==> src/hdl/switch_mode_controller_top_macros.svh <==
`ifndef SWITCH_MODE_CONTROLLER_TOP_MACROS_SVH
`define SWITCH_MODE_CONTROLLER_TOP_MACROS_SVH

// condition that must hold at every clock edge out of reset
`define SMC_ASSERT_ALWAYS(label, cond) \
    label: assert property (@(posedge clk) disable iff (!rst_n) (cond)) \
        else $error("switch mode controller check failed");

// condition that must hold in the cycle after a trigger
`define SMC_ASSERT_NEXT(label, trig, post) \
    label: assert property (@(posedge clk) disable iff (!rst_n) (trig) |=> (post)) \
        else $error("switch mode controller sequence check failed");

`endif

==> src/hdl/smc_pkg.sv <==
`default_nettype none

package smc_pkg;

    // register file geometry
    localparam int ADDR_W = 5;
    localparam int DATA_W = 32;

    // register indexes
    localparam logic [2:0] REG_LONG_PRESS    = 3'd0;
    localparam logic [2:0] REG_TOP_LIMIT     = 3'd1;
    localparam logic [2:0] REG_LOW_THRESH    = 3'd2;
    localparam logic [2:0] REG_CRIT_THRESH   = 3'd3;
    localparam logic [2:0] REG_LOWBATT_DELAY = 3'd4;
    localparam logic [2:0] REG_GREEN_THRESH  = 3'd5;
    localparam logic [2:0] REG_YELLOW_THRESH = 3'd6;
    localparam logic [2:0] REG_STEP_DIR      = 3'd7;

    // fixed constants
    localparam logic [3:0] DEBOUNCE_MASK = 4'b1111;
    localparam logic [7:0] ADC_FULL_42   = 8'd185;
    localparam logic [7:0] VOLT_FOUR     = 8'd169;
    localparam logic [6:0] MIN_LONG      = 7'd2;
    localparam logic [7:0] LEVEL_TOP     = 8'd255;

    typedef struct packed {
        logic [6:0]  long_press_ticks;
        logic [15:0] top_limit;
        logic [7:0]  low_threshold;
        logic [7:0]  critical_threshold;
        logic [7:0]  lowbatt_delay;
        logic [7:0]  green_threshold;
        logic [7:0]  yellow_threshold;
        logic        short_steps_up;
    } cfg_t;

    typedef struct packed {
        logic [3:0]       switch_history;
        logic [7:0]       hold_count;
        logic [7:0]       on_time;
        logic [15:0]      top_mode_ticks;
        logic [7:0]       low_count;
        logic [3:0][7:0]  sample_window;
        logic [2:0]       current_mode;
        logic             readout_armed;
        logic [1:0]       lamp_colors;
    } state_t;

    typedef struct packed {
        logic       switch_down;
        logic       sample_ready;
        logic [7:0] battery_sample;
    } item_t;

    typedef struct packed {
        logic [2:0] mode_number;
        logic [7:0] drive_level;
        logic       fast_pwm;
        logic       green_on;
        logic       red_on;
        logic [2:0] blink_count;
        logic       blink_request;
    } result_t;

    localparam cfg_t CFG_RESET = '{
        long_press_ticks:   7'd21,
        top_limit:          16'd5625,
        low_threshold:      8'd123,
        critical_threshold: 8'd113,
        lowbatt_delay:      8'd188,
        green_threshold:    8'd154,
        yellow_threshold:   8'd139,
        short_steps_up:     1'b0
    };

    localparam state_t STATE_RESET = '{
        switch_history: 4'd0,
        hold_count:     8'd0,
        on_time:        8'd0,
        top_mode_ticks: 16'd0,
        low_count:      8'd0,
        sample_window:  {4{VOLT_FOUR}},
        current_mode:   3'd0,
        readout_armed:  1'b0,
        lamp_colors:    2'd0
    };

    // drive level per mode, modes past the table are dark
    function automatic logic [7:0] level_of(input logic [2:0] mode);
        logic [7:0] lvl;
        case (mode)
            3'd1:    lvl = 8'd1;
            3'd2:    lvl = 8'd3;
            3'd3:    lvl = 8'd12;
            3'd4:    lvl = 8'd40;
            3'd5:    lvl = 8'd125;
            3'd6:    lvl = 8'd255;
            default: lvl = 8'd0;
        endcase
        return lvl;
    endfunction

    // fast pwm flag per mode
    function automatic logic fast_of(input logic [2:0] mode);
        logic f;
        case (mode)
            3'd3, 3'd4, 3'd5: f = 1'b1;
            default:          f = 1'b0;
        endcase
        return f;
    endfunction

endpackage

`default_nettype wire

==> src/hdl/smc_in_if.sv <==
`default_nettype none

interface smc_in_if;
    logic       valid;
    logic       ready;
    logic       switch_down;
    logic       sample_ready;
    logic [7:0] battery_sample;

    modport source (output valid, switch_down, sample_ready, battery_sample, input ready);
    modport sink   (input valid, switch_down, sample_ready, battery_sample, output ready);
endinterface

`default_nettype wire

==> src/hdl/smc_out_if.sv <==
`default_nettype none

interface smc_out_if;
    logic       valid;
    logic       ready;
    logic [2:0] mode_number;
    logic [7:0] drive_level;
    logic       fast_pwm;
    logic       green_on;
    logic       red_on;
    logic [2:0] blink_count;
    logic       blink_request;

    modport source (output valid, mode_number, drive_level, fast_pwm, green_on, red_on,
                    blink_count, blink_request, input ready);
    modport sink   (input valid, mode_number, drive_level, fast_pwm, green_on, red_on,
                    blink_count, blink_request, output ready);
endinterface

`default_nettype wire

==> src/hdl/switch_mode_controller_top.sv <==
// an accepted input beat is held in the input register, then its result in the result register
// throughput: one beat per cycle while results are taken, set by the single state update
// from input to result register; a waiting result lets input in until both registers are full
// reset: asynchronous, active low; state and valid flags reset at once, data registers do not
`default_nettype none

`include "switch_mode_controller_top_macros.svh"

module switch_mode_controller_top #(
    parameter int MODE_COUNT = 7
) (
    input  wire logic                       clk,
    input  wire logic                       rst_n,
    input  wire logic                       psel,
    input  wire logic                       penable,
    input  wire logic                       pwrite,
    input  wire logic [smc_pkg::ADDR_W-1:0] paddr,
    input  wire logic [smc_pkg::DATA_W-1:0] pwdata,
    output logic      [smc_pkg::DATA_W-1:0] prdata,
    output logic                            pready,
    smc_in_if.sink                          in_ch,
    smc_out_if.source                       out_ch
);
    import smc_pkg::*;

    cfg_t    cfg;
    state_t  state_reg;
    state_t  state_next;
    item_t   in_reg;
    logic    in_valid_reg;
    result_t res_reg;
    result_t res_next;
    logic    out_valid_reg;
    logic    advance;
    logic    in_take;

    smc_regs u_regs (
        .clk     (clk),
        .rst_n   (rst_n),
        .psel    (psel),
        .penable (penable),
        .pwrite  (pwrite),
        .paddr   (paddr),
        .pwdata  (pwdata),
        .prdata  (prdata),
        .pready  (pready),
        .cfg     (cfg)
    );

    smc_step #(
        .MODE_COUNT (MODE_COUNT)
    ) u_step (
        .cfg        (cfg),
        .state      (state_reg),
        .item       (in_reg),
        .state_next (state_next),
        .result     (res_next)
    );

    // handshake between input register and result register
    assign advance     = in_valid_reg && (!out_valid_reg || out_ch.ready);
    assign in_ch.ready = !in_valid_reg || advance;
    assign in_take     = in_ch.valid && in_ch.ready;

    // input register
    always_ff @(posedge clk or negedge rst_n)
    begin
        if (!rst_n)
        begin
            in_valid_reg <= 1'b0;
        end
        else if (in_ch.ready)
        begin
            in_valid_reg <= in_ch.valid;
        end
    end

    always_ff @(posedge clk)
    begin
        if (in_take)
        begin
            in_reg <= '{switch_down:    in_ch.switch_down,
                        sample_ready:   in_ch.sample_ready,
                        battery_sample: in_ch.battery_sample};
        end
    end

    // controller state
    always_ff @(posedge clk or negedge rst_n)
    begin
        if (!rst_n)
        begin
            state_reg <= STATE_RESET;
        end
        else if (advance)
        begin
            state_reg <= state_next;
        end
    end

    // result register
    always_ff @(posedge clk or negedge rst_n)
    begin
        if (!rst_n)
        begin
            out_valid_reg <= 1'b0;
        end
        else
        begin
            out_valid_reg <= advance || (out_valid_reg && !out_ch.ready);
        end
    end

    always_ff @(posedge clk)
    begin
        if (advance)
        begin
            res_reg <= res_next;
        end
    end

    assign out_ch.valid         = out_valid_reg;
    assign out_ch.mode_number   = res_reg.mode_number;
    assign out_ch.drive_level   = res_reg.drive_level;
    assign out_ch.fast_pwm      = res_reg.fast_pwm;
    assign out_ch.green_on      = res_reg.green_on;
    assign out_ch.red_on        = res_reg.red_on;
    assign out_ch.blink_count   = res_reg.blink_count;
    assign out_ch.blink_request = res_reg.blink_request;

    // checks
    `SMC_ASSERT_ALWAYS(mode_in_range, {1'b0, state_reg.current_mode} < 4'(MODE_COUNT))
    `SMC_ASSERT_ALWAYS(blinks_need_request,
        !out_valid_reg || res_reg.blink_request || res_reg.blink_count == 3'd0)
    `SMC_ASSERT_ALWAYS(off_is_dark,
        !out_valid_reg || res_reg.mode_number != 3'd0 || res_reg.drive_level == 8'd0)
    `SMC_ASSERT_NEXT(stalled_item_kept, in_valid_reg && out_valid_reg && !out_ch.ready,
        in_valid_reg && $stable(in_reg) && $stable(state_reg))

endmodule

`default_nettype wire

==> src/hdl/smc_regs.sv <==
`default_nettype none

module smc_regs (
    input  wire logic                      clk,
    input  wire logic                      rst_n,
    input  wire logic                      psel,
    input  wire logic                      penable,
    input  wire logic                      pwrite,
    input  wire logic [smc_pkg::ADDR_W-1:0] paddr,
    input  wire logic [smc_pkg::DATA_W-1:0] pwdata,
    output logic      [smc_pkg::DATA_W-1:0] prdata,
    output logic                           pready,
    output smc_pkg::cfg_t                  cfg
);
    import smc_pkg::*;

    cfg_t       cfg_reg;
    cfg_t       cfg_next;
    logic [2:0] index;
    logic       write_en;

    assign index    = paddr[4:2];
    assign write_en = psel && penable && pwrite;
    assign pready   = 1'b1;
    assign cfg      = cfg_reg;

    // register write decode
    always_comb
    begin
        cfg_next = cfg_reg;
        if (write_en)
        begin
            case (index)
                REG_LONG_PRESS:    cfg_next.long_press_ticks   = pwdata[6:0];
                REG_TOP_LIMIT:     cfg_next.top_limit          = pwdata[15:0];
                REG_LOW_THRESH:    cfg_next.low_threshold      = pwdata[7:0];
                REG_CRIT_THRESH:   cfg_next.critical_threshold = pwdata[7:0];
                REG_LOWBATT_DELAY: cfg_next.lowbatt_delay      = pwdata[7:0];
                REG_GREEN_THRESH:  cfg_next.green_threshold    = pwdata[7:0];
                REG_YELLOW_THRESH: cfg_next.yellow_threshold   = pwdata[7:0];
                REG_STEP_DIR:      cfg_next.short_steps_up     = pwdata[0];
                default:           cfg_next = cfg_reg;
            endcase
        end
    end

    always_ff @(posedge clk or negedge rst_n)
    begin
        if (!rst_n)
        begin
            cfg_reg <= CFG_RESET;
        end
        else
        begin
            cfg_reg <= cfg_next;
        end
    end

    // read back
    always_comb
    begin
        case (index)
            REG_LONG_PRESS:    prdata = {25'd0, cfg_reg.long_press_ticks};
            REG_TOP_LIMIT:     prdata = {16'd0, cfg_reg.top_limit};
            REG_LOW_THRESH:    prdata = {24'd0, cfg_reg.low_threshold};
            REG_CRIT_THRESH:   prdata = {24'd0, cfg_reg.critical_threshold};
            REG_LOWBATT_DELAY: prdata = {24'd0, cfg_reg.lowbatt_delay};
            REG_GREEN_THRESH:  prdata = {24'd0, cfg_reg.green_threshold};
            REG_YELLOW_THRESH: prdata = {24'd0, cfg_reg.yellow_threshold};
            REG_STEP_DIR:      prdata = {31'd0, cfg_reg.short_steps_up};
            default:           prdata = '0;
        endcase
    end

endmodule

`default_nettype wire

==> src/hdl/smc_step.sv <==
`default_nettype none

module smc_step #(
    parameter int MODE_COUNT = 7
) (
    input  wire smc_pkg::cfg_t    cfg,
    input  wire smc_pkg::state_t  state,
    input  wire smc_pkg::item_t   item,
    output smc_pkg::state_t       state_next,
    output smc_pkg::result_t      result
);
    import smc_pkg::*;

    localparam logic [3:0] MODE_LIMIT = 4'(MODE_COUNT);
    localparam logic [2:0] MODE_LAST  = 3'(MODE_COUNT - 1);

    function automatic logic [2:0] mode_up(input logic [2:0] m);
        logic [3:0] n;
        n = {1'b0, m} + 4'd1;
        return (n >= MODE_LIMIT) ? 3'd0 : n[2:0];
    endfunction

    function automatic logic [2:0] mode_down(input logic [2:0] m);
        return (m == 3'd0) ? MODE_LAST : m - 3'd1;
    endfunction

    logic [6:0] lp;
    logic [7:0] lp2;
    logic [7:0] hold_inc;
    logic       pressed;
    logic       short_release;
    logic [3:0] history;
    logic [7:0] on0;
    logic [2:0] mode_a;
    logic [2:0] mode_b;
    logic [15:0] top_inc;
    logic [3:0][7:0] window;
    logic [9:0] sum;
    logic [7:0] avg;
    logic [7:0] thr;
    logic [7:0] low_n;
    logic [2:0] blinks;
    logic       request;

    // effective long period and debounced switch
    assign lp       = (cfg.long_press_ticks < MIN_LONG) ? MIN_LONG : cfg.long_press_ticks;
    assign lp2      = {lp, 1'b0};
    assign history  = {state.switch_history[2:0], item.switch_down};
    assign pressed  = (history & DEBOUNCE_MASK) != 4'd0;
    assign hold_inc = (state.hold_count == 8'hFF) ? 8'hFF : state.hold_count + 8'd1;
    assign on0      = (state.current_mode == 3'd0) ? 8'd0 :
                      ((state.on_time == 8'hFF) ? 8'hFF : state.on_time + 8'd1);
    assign short_release = (state.hold_count != 8'd0) && (state.hold_count < {1'b0, lp});
    assign top_inc  = (state.top_mode_ticks == 16'hFFFF) ? 16'hFFFF
                                                         : state.top_mode_ticks + 16'd1;

    // battery window and average
    assign window = {item.battery_sample, state.sample_window[3:1]};
    assign sum    = {2'b0, window[0]} + {2'b0, window[1]} + {2'b0, window[2]}
                  + {2'b0, window[3]};
    assign avg    = sum[9:2];

    // one tick of the controller
    always_comb
    begin
        state_next = state;
        state_next.switch_history = history;
        state_next.on_time = on0;
        mode_a  = state.current_mode;
        mode_b  = state.current_mode;
        thr     = cfg.low_threshold;
        low_n   = state.low_count;
        blinks  = 3'd0;
        request = 1'b0;

        if (pressed)
        begin
            state_next.hold_count = hold_inc;
            if (hold_inc == lp2 - 8'd1 || hold_inc == {1'b0, lp} - 8'd1)
            begin
                mode_b = cfg.short_steps_up ? mode_down(state.current_mode)
                                            : mode_up(state.current_mode);
            end
            if (hold_inc == lp2)
            begin
                state_next.hold_count = {1'b0, lp};
            end
            state_next.top_mode_ticks = 16'd0;
            state_next.low_count = 8'd0;
        end
        else
        begin
            state_next.hold_count = 8'd0;
            if (short_release)
            begin
                mode_b = cfg.short_steps_up ? mode_up(state.current_mode)
                                            : mode_down(state.current_mode);
                if ({1'b0, on0} < {1'b0, lp2})
                begin
                    state_next.on_time = 8'd1;
                    if (mode_b == 3'd0)
                    begin
                        state_next.readout_armed = 1'b1;
                    end
                end
            end
            else
            begin
                // turbo fall back
                if (level_of(state.current_mode) == LEVEL_TOP)
                begin
                    state_next.top_mode_ticks = top_inc;
                    if (top_inc > cfg.top_limit)
                    begin
                        mode_a = mode_down(state.current_mode);
                    end
                end
                // new battery sample
                if (item.sample_ready)
                begin
                    state_next.sample_window = window;
                    thr = (mode_a == 3'd1) ? cfg.critical_threshold : cfg.low_threshold;
                    if (avg < thr)
                    begin
                        low_n = (state.low_count == 8'hFF) ? 8'hFF : state.low_count + 8'd1;
                    end
                    else
                    begin
                        low_n = 8'd0;
                    end
                    if (avg > cfg.green_threshold)
                    begin
                        state_next.lamp_colors = 2'b01;
                    end
                    else if (avg > cfg.yellow_threshold)
                    begin
                        state_next.lamp_colors = 2'b11;
                    end
                    else
                    begin
                        state_next.lamp_colors = 2'b10;
                    end
                    if (state.readout_armed)
                    begin
                        if (avg >= ADC_FULL_42)
                            blinks = 3'd5;
                        else if (avg > VOLT_FOUR)
                            blinks = 3'd4;
                        else if (avg > cfg.green_threshold)
                            blinks = 3'd3;
                        else if (avg > cfg.yellow_threshold)
                            blinks = 3'd2;
                        else if (avg > cfg.low_threshold)
                            blinks = 3'd1;
                        else
                            blinks = 3'd0;
                        request = 1'b1;
                        state_next.readout_armed = 1'b0;
                    end
                end
                // low battery step down
                mode_b = mode_a;
                if (low_n >= cfg.lowbatt_delay)
                begin
                    mode_b = mode_down(mode_a);
                    low_n  = 8'd0;
                end
                state_next.low_count = low_n;
            end
        end
        state_next.current_mode = mode_b;
    end

    // result beat
    assign result.mode_number   = state_next.current_mode;
    assign result.drive_level   = level_of(state_next.current_mode);
    assign result.fast_pwm      = fast_of(state_next.current_mode);
    assign result.green_on      = state_next.lamp_colors[0];
    assign result.red_on        = state_next.lamp_colors[1];
    assign result.blink_count   = blinks;
    assign result.blink_request = request;

endmodule

`default_nettype wire

==> src/flat_wrapper.sv <==
// flat-port wrapper written by rule: the top's interface ports become plain ports
module switch_mode_controller_top_flat import smc_pkg::*;
#(
    parameter int MODE_COUNT = 7
)
  (clk, rst_n, psel, penable, pwrite, paddr, pwdata, prdata, pready, in_ch_valid, in_ch_switch_down, in_ch_sample_ready, in_ch_battery_sample, in_ch_ready, out_ch_valid, out_ch_mode_number, out_ch_drive_level, out_ch_fast_pwm, out_ch_green_on, out_ch_red_on, out_ch_blink_count, out_ch_blink_request, out_ch_ready);
  smc_in_if in_ch_i ();
  smc_out_if out_ch_i ();
  input  wire logic clk;
  input  wire logic rst_n;
  input  wire logic psel;
  input  wire logic penable;
  input  wire logic pwrite;
  input  wire logic [smc_pkg::ADDR_W-1:0] paddr;
  input  wire logic [smc_pkg::DATA_W-1:0] pwdata;
  output logic      [smc_pkg::DATA_W-1:0] prdata;
  output logic pready;
  input wire logic [$bits(in_ch_i.valid)-1:0] in_ch_valid;
  input wire logic [$bits(in_ch_i.switch_down)-1:0] in_ch_switch_down;
  input wire logic [$bits(in_ch_i.sample_ready)-1:0] in_ch_sample_ready;
  input wire logic [$bits(in_ch_i.battery_sample)-1:0] in_ch_battery_sample;
  output wire logic [$bits(in_ch_i.ready)-1:0] in_ch_ready;
  output wire logic [$bits(out_ch_i.valid)-1:0] out_ch_valid;
  output wire logic [$bits(out_ch_i.mode_number)-1:0] out_ch_mode_number;
  output wire logic [$bits(out_ch_i.drive_level)-1:0] out_ch_drive_level;
  output wire logic [$bits(out_ch_i.fast_pwm)-1:0] out_ch_fast_pwm;
  output wire logic [$bits(out_ch_i.green_on)-1:0] out_ch_green_on;
  output wire logic [$bits(out_ch_i.red_on)-1:0] out_ch_red_on;
  output wire logic [$bits(out_ch_i.blink_count)-1:0] out_ch_blink_count;
  output wire logic [$bits(out_ch_i.blink_request)-1:0] out_ch_blink_request;
  input wire logic [$bits(out_ch_i.ready)-1:0] out_ch_ready;
  assign in_ch_i.valid = in_ch_valid;
  assign in_ch_i.switch_down = in_ch_switch_down;
  assign in_ch_i.sample_ready = in_ch_sample_ready;
  assign in_ch_i.battery_sample = in_ch_battery_sample;
  assign in_ch_ready = in_ch_i.ready;
  assign out_ch_valid = out_ch_i.valid;
  assign out_ch_mode_number = out_ch_i.mode_number;
  assign out_ch_drive_level = out_ch_i.drive_level;
  assign out_ch_fast_pwm = out_ch_i.fast_pwm;
  assign out_ch_green_on = out_ch_i.green_on;
  assign out_ch_red_on = out_ch_i.red_on;
  assign out_ch_blink_count = out_ch_i.blink_count;
  assign out_ch_blink_request = out_ch_i.blink_request;
  assign out_ch_i.ready = out_ch_ready;
  switch_mode_controller_top #(.MODE_COUNT(MODE_COUNT)) u_core (.clk(clk), .rst_n(rst_n), .psel(psel), .penable(penable), .pwrite(pwrite), .paddr(paddr), .pwdata(pwdata), .prdata(prdata), .pready(pready), .in_ch(in_ch_i), .out_ch(out_ch_i));
endmodule
==> config.mk <==
export PLATFORM = sky130hd
export DESIGN_NAME = switch_mode_controller_top_flat
export DESIGN_NICKNAME = d
export VERILOG_FILES = /design/src/hdl/smc_pkg.sv /design/src/hdl/smc_in_if.sv /design/src/hdl/smc_out_if.sv /design/src/hdl/switch_mode_controller_top.sv /design/src/hdl/smc_regs.sv /design/src/hdl/smc_step.sv /design/src/flat_wrapper.sv
export VERILOG_INCLUDE_DIRS = /design/src /design/src/hdl
export SDC_FILE = /design/constraint.sdc
export NUM_CORES = 1
export LEC_CHECK = 0
export BUFFER_PORTS_ARGS = -buffer_cell sky130_fd_sc_hd__buf_2
export CORE_AREA = 2 2 146 148
export CTS_CLUSTER_DIAMETER = 50
export DETAILED_ROUTE_END_ITERATION = 7
export DIE_AREA = 0 0 148 150
export GPL_TIMING_DRIVEN = 0
export MAX_ROUTING_LAYER = met4
export PLACE_DENSITY_LB_ADDON = 0.2
export SYNTH_ARGS = -nofsm -noshare
export SYNTH_HDL_FRONTEND = slang
export SYNTH_SLANG_ARGS = --single-unit
==> constraint.sdc <==
create_clock -name clk -period 14 [get_ports clk]
set_clock_uncertainty 0.2 [all_clocks]
set_input_delay 4.2 -clock clk [delete_from_list [all_inputs] [get_ports clk]]
set_output_delay 4.2 -clock clk [all_outputs]
set_load 0.005 [all_outputs]
## After elaboration in Yosys (flattened, before gate mapping)

Index checks and enable logic that the tools add are counted.

| cells by class | value |
|---|---|
| bitwise gates (word level) | 4 |
| magnitude comparators | 12 |
| eq/ne operators | 31 |
| reductions and logical operators | 37 |
| muxes and demuxes | 54 |
| multiply operators | 0 |
| shift operators | 0 |
| $add $sub $neg | 12 |
| div/mod/pow operators | 0 |

Operators by type and width:

| cell | number |
|---|---|
| 32-bit one-hot mux with 8 select lines | 1 |
| 8-bit 2-to-1 mux | 17 |
| 8-bit one-hot mux with 6 select lines | 2 |
| 56-bit 2-to-1 mux | 1 |
| 3-bit 2-to-1 mux | 16 |
| 8-bit == test (second input constant) | 4 |
| 16-bit 2-to-1 mux | 2 |
| 32-bit 2-to-1 mux | 1 |
| 3-bit == test (second input constant) | 10 |
| 8-bit by 1-bit adder with 8-bit output (second input constant) | 3 |
| 8-bit == test | 3 |
| 8-bit > comparator | 3 |
| 24-bit 2-to-1 mux | 1 |
| 3-bit by 2-bit == test with 1-bit output (second input constant) | 6 |
| 2-bit AND reduction | 9 |
| 16-bit by 1-bit adder with 16-bit output (second input constant) | 1 |
| 16-bit == test (second input constant) | 1 |
| 16-bit > comparator | 1 |
| 8-bit < comparator | 2 |
| 3-bit by 1-bit == test with 1-bit output (second input constant) | 4 |
| 3-bit zero test | 4 |
| 10-bit by 8-bit adder with 10-bit output | 1 |
| 9-bit by 8-bit adder with 10-bit output | 1 |
| 2-bit 2-to-1 mux | 5 |
| 28 further kinds | 51 |

| word-level totals | value |
|---|---|
| output and inout port bits | 53 |
| flip-flop bits (word level) | 175 |
| memory bits (writable) | 0 |
| bits in latches | 0 |
| bits in read-only memories | 0 |
| input port bits | 54 |
| memories | 0 |
| word-level logic and storage cells | 183 |

## Depth between registers and ports, before layout

Gate-level depths: netlist (run 1).

| logic depth | value |
|---|---|
| word-level depth | 24 |
| gate-level depth with buffers | 39 |
| mapped depth without buffers | 37 |

## Cells and area by module

Synthesis (run 1) repeated with hierarchy kept, for this count alone.

| unflattened totals | value |
|---|---|
| cells, all modules | 1284 |
| area total of the unflattened synthesis | 13170.1 sq um |

By module, submodules not included:

| module | cells an instance | times used | seq. area each (sq um) | area an instance (sq um) |
|---|---|---|---|---|
| smc_step | 825 | 1 | 0.0 | 5651.7 |
| switch_mode_controller_top | 210 | 1 | 2962.8 | 4360.4 |
| smc_regs | 249 | 1 | 1645.3 | 3158.0 |

## Worst setup path after synthesis (run 1)

OpenSTA, ideal clock, no wires.

| path | value |
|---|---|
| path type | input -> output |
| start | input paddr[4] in the netlist's numbering |
| end | output prdata[7] in the netlist's numbering |
| slack | 4.119 ns |
| cell stages on the path | 5 |
| data required time | 9.600 ns |
| data arrival time | 5.481 ns |
| path buffers | 3 |
| cells stage by stage | buf_1 clkbuf_1 clkbuf_1 a221oi_1 a21oi_1 |

| on the way | value |
|---|---|
| longest elaborated chain between the ends | 2 |
| elaborated cells on any way between the ends | 9 |
| classes of those cells | eq/ne: 7; mux: 1; reduce/logical: 1 |

Ends and longest elaborated chain:

| element | RTL line | text |
|---|---|---|
| start, declared | flat_wrapper.sv:14 | `input wire logic [smc_pkg::ADDR_W-1:0] paddr;` |
| 3-bit == test, or another cell as far along | smc_regs.sv:62 | `case (index)` |
| 32-bit one-hot mux with 8 select lines * | smc_regs.sv:62 |  |
| end, declared | flat_wrapper.sv:16 | `output logic [smc_pkg::DATA_W-1:0] prdata;` |

Mark *: on every way between the ends. The rest lies on a longest branch, timed or not. The select of a mux whose other input is x is not followed.

## Final worst setup path (run 1)

| path | value |
|---|---|
| start | input paddr[4] in the netlist's numbering |
| end | output prdata[3] in the netlist's numbering |

The elaborated chain is that of the path after synthesis.

==> results of run 1 <==
==> critical path, delay by kind of cell <==
kind	cells	cell delay, ns
AOI/OAI and AO/OA	2	0.56
buffers and inverters	4	1.31
muxes	1	0.16
==> routing by layer <==
| metal | wire [um] | up-vias | global-route usage | share of wire |
|---|---|---|---|---|
| li1 | - | 4461 | - | - |
| met1 | 12690 | 4396 | 0.3649 | 0.46 |
| met2 | 13320 | 250 | 0.4183 | 0.48 |
| met3 | 1212 | 49 | 0.03445 | 0.044 |
| met4 | 629 | 0 | 0.08095 | 0.023 |
| met5 | 0 | - | - | 0 |
==> synth_stat cells (25+ instances only) <==
cell                         n  area [um2]
sky130_fd_sc_hd__nand2_1   130       488.0
sky130_fd_sc_hd__xnor2_1    25       219.0
sky130_fd_sc_hd__dfrtp_1    92        2302
sky130_fd_sc_hd__dfstp_2    47        1235
sky130_fd_sc_hd__o21ai_0    90       450.4
sky130_fd_sc_hd__mux2_2     46       518.0
sky130_fd_sc_hd__mux2i_1    32       320.3
sky130_fd_sc_hd__nand3_1    35       175.2
sky130_fd_sc_hd__nor2_1     56       210.2
sky130_fd_sc_hd__inv_1      92       345.3
sky130_fd_sc_hd__a21oi_1    51       255.2
sky130_fd_sc_hd__clkbuf_1   42       157.7
sky130_fd_sc_hd__edfxtp_1   27       810.8
sky130_fd_sc_hd__ha_1       88        1101
sky130_fd_sc_hd__nor3_1     31       155.2
==> worst max path at each step <==
stage                         from   endpoint  slack, ns  cells after the start
final                     paddr[4]  prdata[3]       3.36                      7
after global routing      paddr[4]  prdata[1]       3.30                      9
after CTS                 paddr[4]  prdata[1]       3.45                      9
after detailed placement  paddr[4]  prdata[3]       3.47                      7
after global placement    paddr[4]  prdata[3]       3.46                      7
after floorplan           paddr[4]  prdata[7]       4.12                      5
==> where the power goes <==
part / switching, W / internal, W
clock: 0.000219 / 0.000253
combinational: 0.000737 / 0.000509
sequential: 0.0000825 / 0.000622
==> stage by stage <==
stage	instance area [um2]	util	power (W)	setup WS [ns]
6_report	12650	0.6112	0.002424	3.363
3_3_place_gp	12000	0.5799	0.001907	3.464
4_1_cts	12640	0.6110	0.002428	3.451
5_1_grt	12650	0.6112	0.002639	3.302
3_5_place_dp	12060	0.5829	0.001946	3.468
2_1_floorplan	11300	-	0.001596	4.119
==> area by class of cell <==
cell class	instances	area (um2)	share of cell area
flip-flops and latches	166	4348	0.3438
clock inverters	15	156.4	0.01237
well taps	275	344.1	0.02721
clock buffers	17	425.4	0.03364
plain buffers	66	334.1	0.02642
repair buffers	73	416.7	0.03295
inverters	93	354.1	0.02800
multi-input cells	880	6267	0.4956
==> cells by family after synthesis <==
| family | after synthesis | share of synthesized area |
|---|---|---|
| AND/OR/NAND/NOR | 360 | 0.1564 |
| AO/OA/AOI/OAI | 287 | 0.1675 |
| flip-flops | 166 | 0.3868 |
| buffers and inverters | 159 | 0.06121 |
| adder cells (fa/ha/maj) | 104 | 0.1264 |
| multiplexers | 78 | 0.07457 |
| XOR/XNOR | 34 | 0.02649 |
| other | 2 | 0.0006680 |
==> results summary, run 1 <==
For this design, the CTS-stage hold fixing added 0 buffers. After detailed placement, the design holds a cell count of ~1,600. For hold timing, the worst endpoint is u_core.state_reg[80].

The startpoint identified for the worst hold timing path is u_core.state_reg[80]. The portion of the post-synthesis area used by sequential elements is 0.3868. For this run, the total global-route usage over all layers was measured as 0.2668. The die extent in x came out at approximately 150 um. The run finished with clean final reports. In the synthesized netlist, the number of instances is between 1,000 and 1,500.

Walking the worst path, the cells encountered are buf_2, buf_1, clkbuf_1, mux2i_1, o211ai_1, o221a_2, buf_2. Counting the fill cells in the layout gives about 1,800. The source of the worst register-to-register timing path is u_core.state_reg[46].

The worst setup path category is in2out. The synthesis warning total came out at 0. The cell with the most instances on the worst path is sky130_fd_sc_hd__buf_2. The core region is slightly above 0.02 mm2. The most used flip-flop cell after synthesis is sky130_fd_sc_hd__dfrtp_1. The total overflow left after global routing is 0. TritonCTS built the clock tree. The count of distinct cell types in the synthesized netlist is 75. The headroom to the max-slew limit is 0.2470. The fraction of registers with async set or reset after synthesis is 0.8373.

The critical path data required time is ~9.6 ns. The final count of pins violating max slew is 0. Relative to the synthesized area, the layout overhead comes to 12.49%. Entering global routing, the biggest net connects 96 pins.

The initial antenna violation count came out at 0. Leaving out fill and tap cells, the most frequent cells in the layout are sky130_fd_sc_hd__nand2_1 (130), sky130_fd_sc_hd__inv_1 (92), sky130_fd_sc_hd__dfrtp_1 (92). Setup repair after global routing left no endpoint under its margin. The number of DRC violations after detailed routing is 0.

The initial utilization of the core area, before any placement, comes to 0.5434. The minimum setup slack among reg-to-reg paths came out at around 4.3 ns. The number of buffers inserted to repair setup after CTS came out at 0. Derived from the worst setup path, the maximum achievable clock frequency is 0.09401 GHz. The tightest hold path in the finished design has a slack of just under 0.3 ns.

The final period demand of the worst path came out at 10.64 ns. The number of failing hold endpoints at the final stage came out at 0. The number of cells on the worst reg-to-reg path is 38. For the pin with the worst max-slew slack, the measured transition is 1.121 ns. The average cell area after synthesis came out at 9.447 um2. The floorplan has 53 rows. The final antenna diode count came out at 0.

The filler-free cell count of the finished design came out at between 1,500 and 2,000. The number of global-route vias before repair is a little under 9,000. In this run the static leakage power is between 5 and 6 nW. The global-route wire length before repair came out at 45.27 mm. The worst setup path is captured at an output port.

The final layout contains routed wiring with a total length of 27.85 mm. The vertical die dimension came out at 150 um. The number of vias per cell is a little under 6. The last weighted congestion value of the routability-driven placer came out at between 0.9 and 1. The peak per-stage delay on the critical path is roughly 0.56 ns. The number of nets in the finished design is 1,455. The number of nets still failing antenna checks after routing is 0. The register with the most flip-flops in the layout has 73 of them.

The number of flops mapped to enable cells by yosys came out at 27. In this run the deepest clock path goes through 2 buffers. The latest clock arrival within the worst-skew pair came out at ~0.44 ns. The fraction of final layout cells sized beyond drive strength 1 came out at 0.1786. Before antenna repair, the detailed router went through 5 iterations. Counting the buffers created by CTS gives 17.

At the worst endpoint, the arrival time is between 6 and 7 ns. The worst reg2reg path endpoint is u_core.out_ch.drive_level[3]. The slowest stage of the critical path is the sky130_fd_sc_hd__clkbuf_1 cell.

Across the run, the number of max-cap violations was 0. The post-route setup TNS came out at 0 ns. The synthesis-stage register bit count came out at ~170. The clock slew seen by the registers of the worst setup and hold paths came out at approximately 0.07 ns.

The number of instances on the worst hold path is 2. The die area came out at 0.02220 mm2. Once detailed placement completed, the half-perimeter wirelength came to 21.01 mm. The synthesized netlist occupies a cell area of 0.01124 mm2. Along the worst path, the maximum fanout reaches 10. The power density relative to cell area is around 190 mW/mm2. The setup-violating endpoint count in the final report is 0. Leaving out fill and tap cells, the most frequent cell in the layout is sky130_fd_sc_hd__nand2_1. The clock net in this run drives a total of ~170 sinks.

The H-tree depth came out at 4. The number of DRC markers in iteration 0 came out at around 700. The number of gates resized after CTS was 0.

The routed wire length per instance came out at 17.57 um. The tree is rooted in a sky130_fd_sc_hd__clkbuf_16. The worst setup path is launched from an input pin.

In this run the worst hold path is classified as reg2reg. The number of primary I/O pins came out at about 110. Across the VDD grid, the largest voltage drop is ~0.00014 V. The detailed router placed about 9,200 vias in this run.

The share of the clock period used by the worst path after layout came out at 0.7598. Input and output buffers added on the ports amount to 71.
Power figures use the tool's default switching activity.
==> run 2: changes to the inputs <==
==> constraint.sdc (replaced) <==
create_clock -name clk -period 9.25 [get_ports clk]
set_clock_uncertainty 0.2 [all_clocks]
set_input_delay 2.775 -clock clk [delete_from_list [all_inputs] [get_ports clk]]
set_output_delay 2.775 -clock clk [all_outputs]
set_load 0.005 [all_outputs]
==> results summary, run 2 (synthesis results as in run 1) <==
The clock slew seen by the registers of the worst setup and hold paths came out at 0.07 ns (about the same). The final count of pins violating max slew came to 0 (unchanged). The initial antenna violation count is 0 (unchanged). The starting density of the core is 0.5434 (unchanged).

The reported leakage power came out at 5.961 nW (+0.69%). The signal arrival time at the worst endpoint is 8.61 ns (+2.37 ns). The overall power consumption came to 0.003709 W (+53%). The number of max-cap violations is 0 (unchanged). The flow ran to the end, and the final reports show no timing, DRC or antenna violations. The smallest clock period supported by the final layout is computed as between 8 and 9 ns. The post-route cell area is 0.01274 mm2 (+0.73%).

The cell sitting at the root of the clock tree is a sky130_fd_sc_hd__clkbuf_16. The routed wire length per instance is 17.66 um (+0.51%). The H-tree depth is 4 (unchanged). The sum of overflow across all layers after global routing is 0 (unchanged). The count of port buffers added during placement came to 71 (unchanged). The top cell types in the final layout, fill and taps aside, are sky130_fd_sc_hd__nand2_1 (130), sky130_fd_sc_hd__inv_1 (92), sky130_fd_sc_hd__dfrtp_1 (92). The total routed wirelength came out at 28.08 mm (+0.83%).

The number of buffers on the longest clock path was 2 (unchanged). The number of placement rows is 53 (unchanged). In this run the most used layer during global routing was met2.

The global routing met3 resource utilization is 0.03445 (unchanged). The vias after detailed routing was 9,160 (+0.044%). The area growth from synthesis to final layout came out at 13.31%. The final antenna diode count is 0 (unchanged). The number of failing hold endpoints at the final stage came to 0 (unchanged). The standard cell core area came to 0.02069 mm2 (unchanged). STA classifies the critical path startpoint as a register. The highest-delay cell along the critical path is sky130_fd_sc_hd__or3_1. The combined global-route utilization of all metal layers was 0.2667 (about the same). The worst hold path belongs to the class reg2reg. The latest clock arrival within the worst-skew pair came out at 0.44 ns (about the same).

The worst setup path is of the reg2reg kind. Leaving out fill and tap cells, the most frequent cell in the layout is sky130_fd_sc_hd__nand2_1. The cell with the most instances on the worst path is sky130_fd_sc_hd__ha_1. The number of buffers created by CTS is 17 (unchanged). TritonCTS built the clock tree.

The flip-flop count of the largest register, all copies and words added came out at 73 (unchanged). The number of search-and-repair iterations in the first detailed-routing pass came out at 5 (unchanged). The minimum setup slack among reg-to-reg paths came out at 0.61 ns (-3.69 ns). The number of DRC markers in iteration 0 is 695 (+1.3%). The vertical die dimension came out at 150 um (unchanged).

The die extent in x came out at 148 um (unchanged). The slew at the pin closest to its max-slew limit is 1.087 ns (-0.03429 ns). The post-DP HPWL is 21.01 mm (unchanged). The setup-violating endpoint count in the final report came out at 0 (unchanged). The number of nets in the finished design came out at 1,460 (+0.34%). The number of global-route vias before repair is 8,720 (+0.023%). The number of vias per cell is 5.761 (-0.27%). The worst setup path is captured at a register. The post-cts hold buffer count came to 0 (unchanged). The headroom to the max-slew limit came out at 0.2689 (+0.02193). The worst IR drop on VDD came out at 0.0002071 V (+53%). The last weighted congestion value of the routability-driven placer is 0.9370 (unchanged). The share of the clock period used by the worst path after layout is 0.9344.

Based on the critical path, the design can be clocked at up to about 0.12 GHz. The power density relative to cell area came out at 291.1 mW/mm2 (+52%). The critical path data required time is 9.22 ns (-0.38 ns). The routing usage on met2 came to 0.4183 (unchanged).

The global-route wire length before repair is 45.24 mm (about the same). The maximum fanout along the worst path is 10 (unchanged). The number of clock sinks is 166 (unchanged). The peak per-stage delay on the critical path was 0.46 ns (-0.10 ns). The die area is 0.02220 mm2 (unchanged). The number of DRC violations after detailed routing came out at 0 (unchanged). The met1 capacity usage during global routing was 0.3645 (-0.0003939). The number of primary I/O pins is 107 (unchanged). The post-route setup TNS came out at 0 ns (unchanged). The largest net degree at the start of global routing came to 96 (unchanged). The fraction of final layout cells sized beyond drive strength 1 came out at 0.1901 (+0.01149). The number of nets still failing antenna checks after routing came out at 0 (unchanged). The placed cell area is 0.01206 mm2 (unchanged).
==> run 2: per-stage QoR <==
step | utilization | hold slack [ns] | worst slack [ns] | instances
2_1_floorplan | - | 0.2569 | 1.575 | 1205
4_1_cts | 0.6113 | 0.3005 | 0.03147 | 1585
6_report | 0.6157 | 0.2993 | 0.6067 | 1590
3_3_place_gp | 0.5799 | 0.2666 | -0.2488 | 1551
5_1_grt | 0.6157 | 0.3263 | -0.04282 | 1590
3_5_place_dp | 0.5829 | 0.2759 | -0.2977 | 1553
==> run 2: report_power, final <==
part           internal (W)  leakage (nW)  total, W  switching [W]
Combinational      0.000794          3.74   0.00193        0.00113
Sequential         0.000942          1.94   0.00107       0.000125
Clock              0.000383         0.280  0.000716       0.000332
Total               0.00212          5.96   0.00371        0.00159
==> run 2: final cells by class <==
| class | count | area (um2) |
|---|---|---|
| fillers | 1794 | 7951 |
| clock buffers | 17 | 425.4 |
| plain buffers | 66 | 337.8 |
| multi-input cells | 880 | 6319 |
| flip-flops and latches | 166 | 4348 |
| well taps | 275 | 344.1 |
| inverters | 93 | 354.1 |
| repair buffers | 78 | 454.2 |
| clock inverters | 15 | 156.4 |
==> run 2: worst paths after layout <==
check	start	end	cells after the start
max	u_core.state_reg[46]	u_core.out_ch.drive_level[3]	38
min	u_core.state_reg[80]	u_core.state_reg[80]	2
max reg2reg	u_core.state_reg[46]	u_core.out_ch.drive_level[3]	38
min reg2reg	u_core.state_reg[80]	u_core.state_reg[80]	2
max in group asynchronous	rst_n	u_core.u_regs.cfg[53]	2
min in group asynchronous	rst_n	u_core.u_regs.cfg[6]	1
==> run 2: worst max-delay path: cells and delay by family (launching register included) <==
family | cells | cell delay, ns
muxes | 3 | 0.52
AOI/OAI and AO/OA | 12 | 2.36
buffers and inverters | 4 | 0.70
and+or+nand+nor | 14 | 3.04
DFF | 1 | 0.39
adders and majority gates | 5 | 1.19
==> run 2: routing by layer <==
metal	wire [um]	vias up
met3	1140	45
met5	0	-
met4	603	0
li1	-	4473
met1	12930	4420
met2	13410	222
==> run 2: timing repair <==
action | 4_1_cts | 5_1_grt
gates resized for setup | 2 | 13
gates cloned | 0 | 0
buffers inserted | 0 | 5
pin swaps | 0 | 1
setup endpoints to repair | 8 | 19
hold endpoints to repair | 0 | 0
